$ cat src/design/rc4_pkg.sv
// ----------------------------------------------------------------------------
// RC4 package
// Shared types, command codes and the microprogram of the RC4 sequencer.
// ----------------------------------------------------------------------------
`default_nettype none

package rc4_pkg;

  typedef logic [7:0] byte_t;
  typedef logic [1:0] cmd_t;

  localparam cmd_t CMD_LOAD  = 2'd0;
  localparam cmd_t CMD_SCHED = 2'd1;
  localparam cmd_t CMD_CRYPT = 2'd2;
  localparam cmd_t CMD_NONE  = 2'd3;

  localparam int PERM_DEPTH = 256;
  localparam int PERM_AW    = 8;
  localparam int LEN_W      = 9;
  localparam logic [LEN_W-1:0] KEY_LEN_RESET = 9'd128;

  // Microprogram addresses.
  localparam int UPC_W = 4;
  typedef logic [UPC_W-1:0] upc_t;

  localparam upc_t U_IDLE  = 4'd0;
  localparam upc_t U_LOAD  = 4'd1;
  localparam upc_t U_SINIT = 4'd2;
  localparam upc_t U_K0    = 4'd3;
  localparam upc_t U_K1    = 4'd4;
  localparam upc_t U_K2    = 4'd5;
  localparam upc_t U_K3    = 4'd6;
  localparam upc_t U_SEND  = 4'd7;
  localparam upc_t U_C0    = 4'd8;
  localparam upc_t U_C1    = 4'd9;
  localparam upc_t U_C2    = 4'd10;
  localparam upc_t U_C3    = 4'd11;
  localparam upc_t U_C4    = 4'd12;
  localparam upc_t U_C5    = 4'd13;

  // Permutation read address selects.
  localparam logic [2:0] SRA_I    = 3'd0;
  localparam logic [2:0] SRA_KSUM = 3'd1;
  localparam logic [2:0] SRA_I1   = 3'd2;
  localparam logic [2:0] SRA_JSUM = 3'd3;
  localparam logic [2:0] SRA_AB   = 3'd4;

  // Permutation write address and data selects.
  localparam logic WA_I  = 1'b0;
  localparam logic WA_J  = 1'b1;
  localparam logic WD_SQ = 1'b0;
  localparam logic WD_A  = 1'b1;

  // Pointer operations.
  localparam logic [1:0] I_HOLD = 2'd0;
  localparam logic [1:0] I_CLR  = 2'd1;
  localparam logic [1:0] I_INC  = 2'd2;

  localparam logic [1:0] J_HOLD   = 2'd0;
  localparam logic [1:0] J_CLR    = 2'd1;
  localparam logic [1:0] J_ADD_S  = 2'd2;
  localparam logic [1:0] J_ADD_SK = 2'd3;

  localparam logic [1:0] KP_HOLD = 2'd0;
  localparam logic [1:0] KP_CLR  = 2'd1;
  localparam logic [1:0] KP_STEP = 2'd2;

  // Branch kinds.
  localparam logic [1:0] BR_NEXT     = 2'd0;
  localparam logic [1:0] BR_GOTO     = 2'd1;
  localparam logic [1:0] BR_LOOP     = 2'd2;
  localparam logic [1:0] BR_DISPATCH = 2'd3;

  typedef struct packed {
    logic       s_rd;
    logic [2:0] s_ra_sel;
    logic       s_wr;
    logic       s_wa_sel;
    logic       s_wd_sel;
    logic       k_rd;
    logic       k_wr;
    logic       clr_vld;
    logic [1:0] i_op;
    logic [1:0] j_op;
    logic [1:0] kp_op;
    logic       a_ld;
    logic       b_ld;
    logic       out_ld;
    logic       wait_out;
    logic [1:0] br;
    upc_t       target;
  } ctl_t;

  typedef struct packed {
    logic last_n;
    logic out_busy;
  } stat_t;

  function automatic upc_t entry(input cmd_t cmd);
    upc_t u;
    unique case (cmd)
      CMD_LOAD:  u = U_LOAD;
      CMD_SCHED: u = U_SINIT;
      CMD_CRYPT: u = U_C0;
      CMD_NONE:  u = U_IDLE;
    endcase
    return u;
  endfunction

  // The control store: one control word per step.
  function automatic ctl_t ucode(input upc_t upc);
    ctl_t c;
    c = '0;
    unique case (upc)
      U_IDLE: c.br = BR_DISPATCH;
      U_LOAD: begin
        c.k_wr = 1'b1;
        c.br = BR_GOTO;
        c.target = U_IDLE;
      end
      U_SINIT: begin
        c.clr_vld = 1'b1;
        c.i_op = I_CLR;
        c.j_op = J_CLR;
        c.kp_op = KP_CLR;
      end
      U_K0: begin
        c.s_rd = 1'b1;
        c.s_ra_sel = SRA_I;
        c.k_rd = 1'b1;
      end
      U_K1: begin
        c.a_ld = 1'b1;
        c.j_op = J_ADD_SK;
        c.s_rd = 1'b1;
        c.s_ra_sel = SRA_KSUM;
      end
      U_K2: begin
        c.s_wr = 1'b1;
        c.s_wa_sel = WA_I;
        c.s_wd_sel = WD_SQ;
      end
      U_K3: begin
        c.s_wr = 1'b1;
        c.s_wa_sel = WA_J;
        c.s_wd_sel = WD_A;
        c.i_op = I_INC;
        c.kp_op = KP_STEP;
        c.br = BR_LOOP;
        c.target = U_K0;
      end
      U_SEND: begin
        c.i_op = I_CLR;
        c.j_op = J_CLR;
        c.br = BR_GOTO;
        c.target = U_IDLE;
      end
      U_C0: begin
        c.i_op = I_INC;
        c.s_rd = 1'b1;
        c.s_ra_sel = SRA_I1;
      end
      U_C1: begin
        c.a_ld = 1'b1;
        c.j_op = J_ADD_S;
        c.s_rd = 1'b1;
        c.s_ra_sel = SRA_JSUM;
      end
      U_C2: begin
        c.b_ld = 1'b1;
        c.s_wr = 1'b1;
        c.s_wa_sel = WA_I;
        c.s_wd_sel = WD_SQ;
      end
      U_C3: begin
        c.s_wr = 1'b1;
        c.s_wa_sel = WA_J;
        c.s_wd_sel = WD_A;
      end
      U_C4: begin
        c.s_rd = 1'b1;
        c.s_ra_sel = SRA_AB;
      end
      U_C5: begin
        c.out_ld = 1'b1;
        c.wait_out = 1'b1;
        c.br = BR_GOTO;
        c.target = U_IDLE;
      end
      default: begin
        c.br = BR_GOTO;
        c.target = U_IDLE;
      end
    endcase
    return c;
  endfunction

endpackage

`default_nettype wire

$ cat src/design/rc4_seq.sv
// ----------------------------------------------------------------------------
// RC4 sequencer
// Step counter over the control store, with dispatch, loop and stall.
// ----------------------------------------------------------------------------
`default_nettype none

module rc4_seq (
  input  wire logic          clk,
  input  wire logic          rst_n,
  input  wire logic          in_fire,
  input  wire rc4_pkg::cmd_t in_cmd,
  input  wire rc4_pkg::stat_t stat,
  output logic               idle,
  output rc4_pkg::ctl_t      ctl
);

  rc4_pkg::upc_t upc_r;
  rc4_pkg::upc_t upc_nxt;
  rc4_pkg::ctl_t word;
  logic          stall;

  assign word  = rc4_pkg::ucode(upc_r);
  // A result step waits while the previous result has not been taken.
  assign stall = word.wait_out && stat.out_busy;
  assign ctl   = stall ? rc4_pkg::ctl_t'('0) : word;
  assign idle  = (upc_r == rc4_pkg::U_IDLE);

  always_comb begin
    upc_nxt = upc_r;
    if (!stall) begin
      unique case (word.br)
        rc4_pkg::BR_NEXT:     upc_nxt = upc_r + rc4_pkg::upc_t'(1);
        rc4_pkg::BR_GOTO:     upc_nxt = word.target;
        rc4_pkg::BR_LOOP:     upc_nxt = stat.last_n ? upc_r + rc4_pkg::upc_t'(1) : word.target;
        rc4_pkg::BR_DISPATCH: upc_nxt = in_fire ? rc4_pkg::entry(in_cmd) : upc_r;
      endcase
    end
  end

  always_ff @(posedge clk) begin
    if (!rst_n) begin
      upc_r <= rc4_pkg::U_IDLE;
    end else begin
      upc_r <= upc_nxt;
    end
  end

endmodule

`default_nettype wire

$ cat config.mk
export PLATFORM = sky130hd
export DESIGN_NAME = rc4_seq
export DESIGN_NICKNAME = d
export VERILOG_FILES = /design/src/design/rc4_pkg.sv /design/src/design/rc4_seq.sv
export SDC_FILE = /design/constraint.sdc
export NUM_CORES = 1
export LEC_CHECK = 0
export ABC_AREA = 1
export BUFFER_PORTS_ARGS = -buffer_cell sky130_fd_sc_hd__buf_2
export CORE_MARGIN = 10
export CORE_UTILIZATION = 42
export CTS_CLUSTER_SIZE = 14
export DETAILED_ROUTE_END_ITERATION = 12
export GPL_TIMING_DRIVEN = 0
export PLACE_DENSITY = 0.78
export SYNTH_ARGS = -nofsm -noshare
export SYNTH_HDL_FRONTEND = slang
export SYNTH_SLANG_ARGS = --single-unit
export TNS_END_PERCENT = 5
$ cat constraint.sdc
create_clock -name clk -period 2.4 [get_ports clk]
set_input_delay 0.12 -clock clk [delete_from_list [all_inputs] [get_ports clk]]
set_output_delay 0.12 -clock clk [all_outputs]
set_load 0.03 [all_outputs]
==> results.py <==
metrics = {
    "synth": {
        "yosysWarningCount": 0,
        "yosys.area_share.xor_xnor_pct": 2.78,
        "yosysTopAreaCell": "dfxtp_1",
        "synthCells": 106,
        "ys_top_cells_by_area": "dfxtp_1 (13%), inv_1 (13%), nand2_1 (11%)",
        "synthFlopType": "dfxtp_1",
        "syn_avg_cell_area_sq_um": 5.94,
        "synth_seq_cells": 4,
        "synth_simple_gate_area_share_pct": 41.7,
        "synth_top_area_share_pct": 12.7,
        "synth_top_family_by_area": "simple AND/OR/NAND/NOR gates",
        "synth-edff-count": 0,
        "synth-seq-area-share_pct": 12.7,
        "synth_cell_types": 22,
        "synth_compound_area_share_pct": 9.74,
        "synthAdderAreaFrac_pct": 7.95,
        "async_flop_share_pct": 0,
        "synthMuxAreaShare_pct": 0,
        "syn_area_sq_um": 629,
    },
    "worst_setup_path": {
        "path_delay_family": "simple AND/OR/NAND/NOR gates",
        "critical_path_class": "register to primary output",
        "r2r_end": "upc_r[0]$_SDFFE_PN0P_",
        "rr_worst_depth": 10,
        "path_cells": "inv_1, ha_1, nand3_1, nand2_1, nor2_1, nand2_2, a21oi_1, buf_2",
        "cp_max_fo": 5,
        "critPathLaunch": "upc_r[0]$_SDFFE_PN0P_",
        "reg2reg_from": "upc_r[0]$_SDFFE_PN0P_",
        "crit_arrival_ns": 1.89,
        "worstSetupEndpointType": "primary output",
        "slowest_stage": "dfxtp_1",
        "cp_num_buf_inv": 2,
        "cpPeakStageDelay_ns": 0.41,
        "required_ns": 2.28,
        "startpoint_type": "register",
        "ff2ff_setup_slack_ns": 0.78,
    },
    "sta": {
        "finalSetupViolCount": 0,
        "drv_slew": 0,
        "finalHoldViolations": 0,
        "rsz0062_at_grt": "no",
        "timing.fmax_ghz": 0.498,
        "finalClockSkew_ns": 0.00384,
        "setup_slack_ns": 0.394,
        "tns_ns": 0,
        "period_needed_ns": 2.01,
        "finalCritPeriodShare_pct": 83.6,
    },
    "worst_hold_path": {
        "hold_class": "primary input to register",
        "hold_path_end": "upc_r[2]$_SDFFE_PN0P_",
        "hold_depth": 3,
        "hold_start": "rst_n",
    },
    "placed_design": {
        "portBuffers": 31,
        "dpl.hpwl_um": 1520,
        "gp_congestion": 0.891,
        "pre_cts_slack_ns": 0.668,
    },
    "routing": {
        "dr.pass1.iters": 4,
        "viasPerCell": 4.81,
        "route.detailed.drc": 0,
        "drt_iter0_markers": 17,
        "routed_wirelength_um": 1780,
        "wl_per_cell_um": 11.4,
        "via_count": 751,
        "antenna_left": 0,
    },
    "cells_and_area": {
        "largest_register_ffs": 4,
        "regMostFlops": "upc_r",
        "n_antenna_cell": 0,
        "final_common_cell": "buf_2",
        "layout-drive-gt1-share_pct": 37.6,
        "nets": 154,
        "layout_common_cells": "buf_2 (31), inv_1 (21), nand2_1 (19), nand3_1 (9), nor2_1 (9)",
        "area_growth_pct": 31.8,
        "reg_top3": "upc_r x4",
        "final_core_util_pct": 61.4,
    },
    "grt": {
        "grt_overflow": 0,
        "antenna_found_initial": 0,
        "grt_max_degree": 11,
        "grt_pass1_wl_um": 2950,
        "gr-usage-all-layers_pct": 10.6,
        "grt_pass1_vias": 679,
    },
    "pwr": {
        "swShare_pct": 63.4,
        "p_switching_uw": 797,
        "power.leakage_nw": 0.585,
        "ir_drop_uv": 888,
        "power.density_nw_per_um2": 1520,
        "power_frac_comb_pct": 83.7,
        "clockPowerShare_pct": 6.8,
        "intPower_uw": 460,
        "share_seq_of_total_power_pct": 9.5,
    },
    "cts": {
        "cts_resized": 0,
        "path_clk_slew_ns": 0.04,
        "post_cts_buffers": 0,
        "root_buffer": "clkbuf_4",
        "hold_buffers": 0,
        "numCtsBuffers": 3,
        "clock_latency_ns": 0.24,
        "cts_max_level": 1,
        "cts_tree": "done",
        "cts.path.max_buffers": 2,
        "cts_sinks": 4,
    },
    "floorplanning": {
        "dieArea_sq_um": 3450,
        "coreArea_sq_um": 1350,
        "start_util_pct": 46.6,
        "die_h_um": 58.7,
        "die_w_um": 58.7,
        "rows": 13,
        "ios": 34,
    },
    "flow_run": {
        "drv_cap": 0,
    },
    "status": {
        "status": "finished, final reports clean",
    },
}
-- Yosys cell counts, types with 3 or more instances --
master   instances
inv_1           21
nand2_1         19
nand3_1          9
nor2_1           9
a21oi_1          6
buf_4            6
nand4_1          5
dfxtp_1          4
ha_1             4
nand3_2          3
nor3_1           3
-- layer usage --
metal  vias to the layer above  share of wire, %  GRT usage (%)
li1                        399                 -              -
met5                         -                 0              0
met2                        33                44           16.4
met1                       316                44           11.0
met4                         0              0.67           4.92
met3                         3                12           6.65
-- worst register-to-register path, delay by kind of cell, from the launching register on --
family | cells | cell delay [ns]
AND/OR/NAND/NOR | 7 | 0.68
adder cells (fa/ha/maj) | 1 | 0.29
flip-flops | 1 | 0.41
buffers and inverters | 2 | 0.15
-- power groups by stage --
stage | Sequential, mW | Combinational [mW] | Clock [mW]
final | 0.120 | 1.05 | 0.0858
after global routing | 0.123 | 1.16 | 0.0942
after CTS | 0.119 | 1.06 | 0.0892
after detailed placement | 0.120 | 1.06 | 0
after global placement | 0.119 | 1.04 | 0
after floorplan | 0.114 | 0.815 | 0
-- how the worst max path moves through the flow --
stage / slack [ns] / depth (start not counted) / end
floorplan: 0.44 / 7 / ctl[4]
global placement: 0.69 / 8 / ctl[4]
detailed placement: 0.67 / 8 / ctl[4]
CTS: 0.40 / 8 / ctl[4]
global route: 0.25 / 8 / ctl[4]
finish: 0.39 / 8 / ctl[4]
-- through the flow --
stage                     total power, mW  hold WS [ns]  instance area (sq um)  instances
after floorplan                     0.929         0.292                    633        107
after global placement               1.16         0.419                    807        153
after detailed placement             1.18         0.431                    807        153
after CTS                            1.27         0.171                    830        156
after global routing                 1.38         0.200                    830        156
final                                1.26         0.179                    830        156
-- layout make-up --
cell class / instances / area (sq um)
clock buffer: 3 / 22.5
sequential: 4 / 80.1
tap: 15 / 18.8
multi-input combinational: 72 / 399
buffer: 8 / 67.6
fill: 150 / 520
timing repair buffer: 31 / 155
inverter: 23 / 86.3
-- cells by family after synthesis --
kind of cell               count (synthesis)
DFF                                        4
buffers and inverters                     31
adders and majority gates                  4
other                                      1
AOI/OAI and AO/OA                         11
and+or+nand+nor                           53
xor gates and xnor gates                   2
No activity file was read; power rests on OpenSTA's default activity.
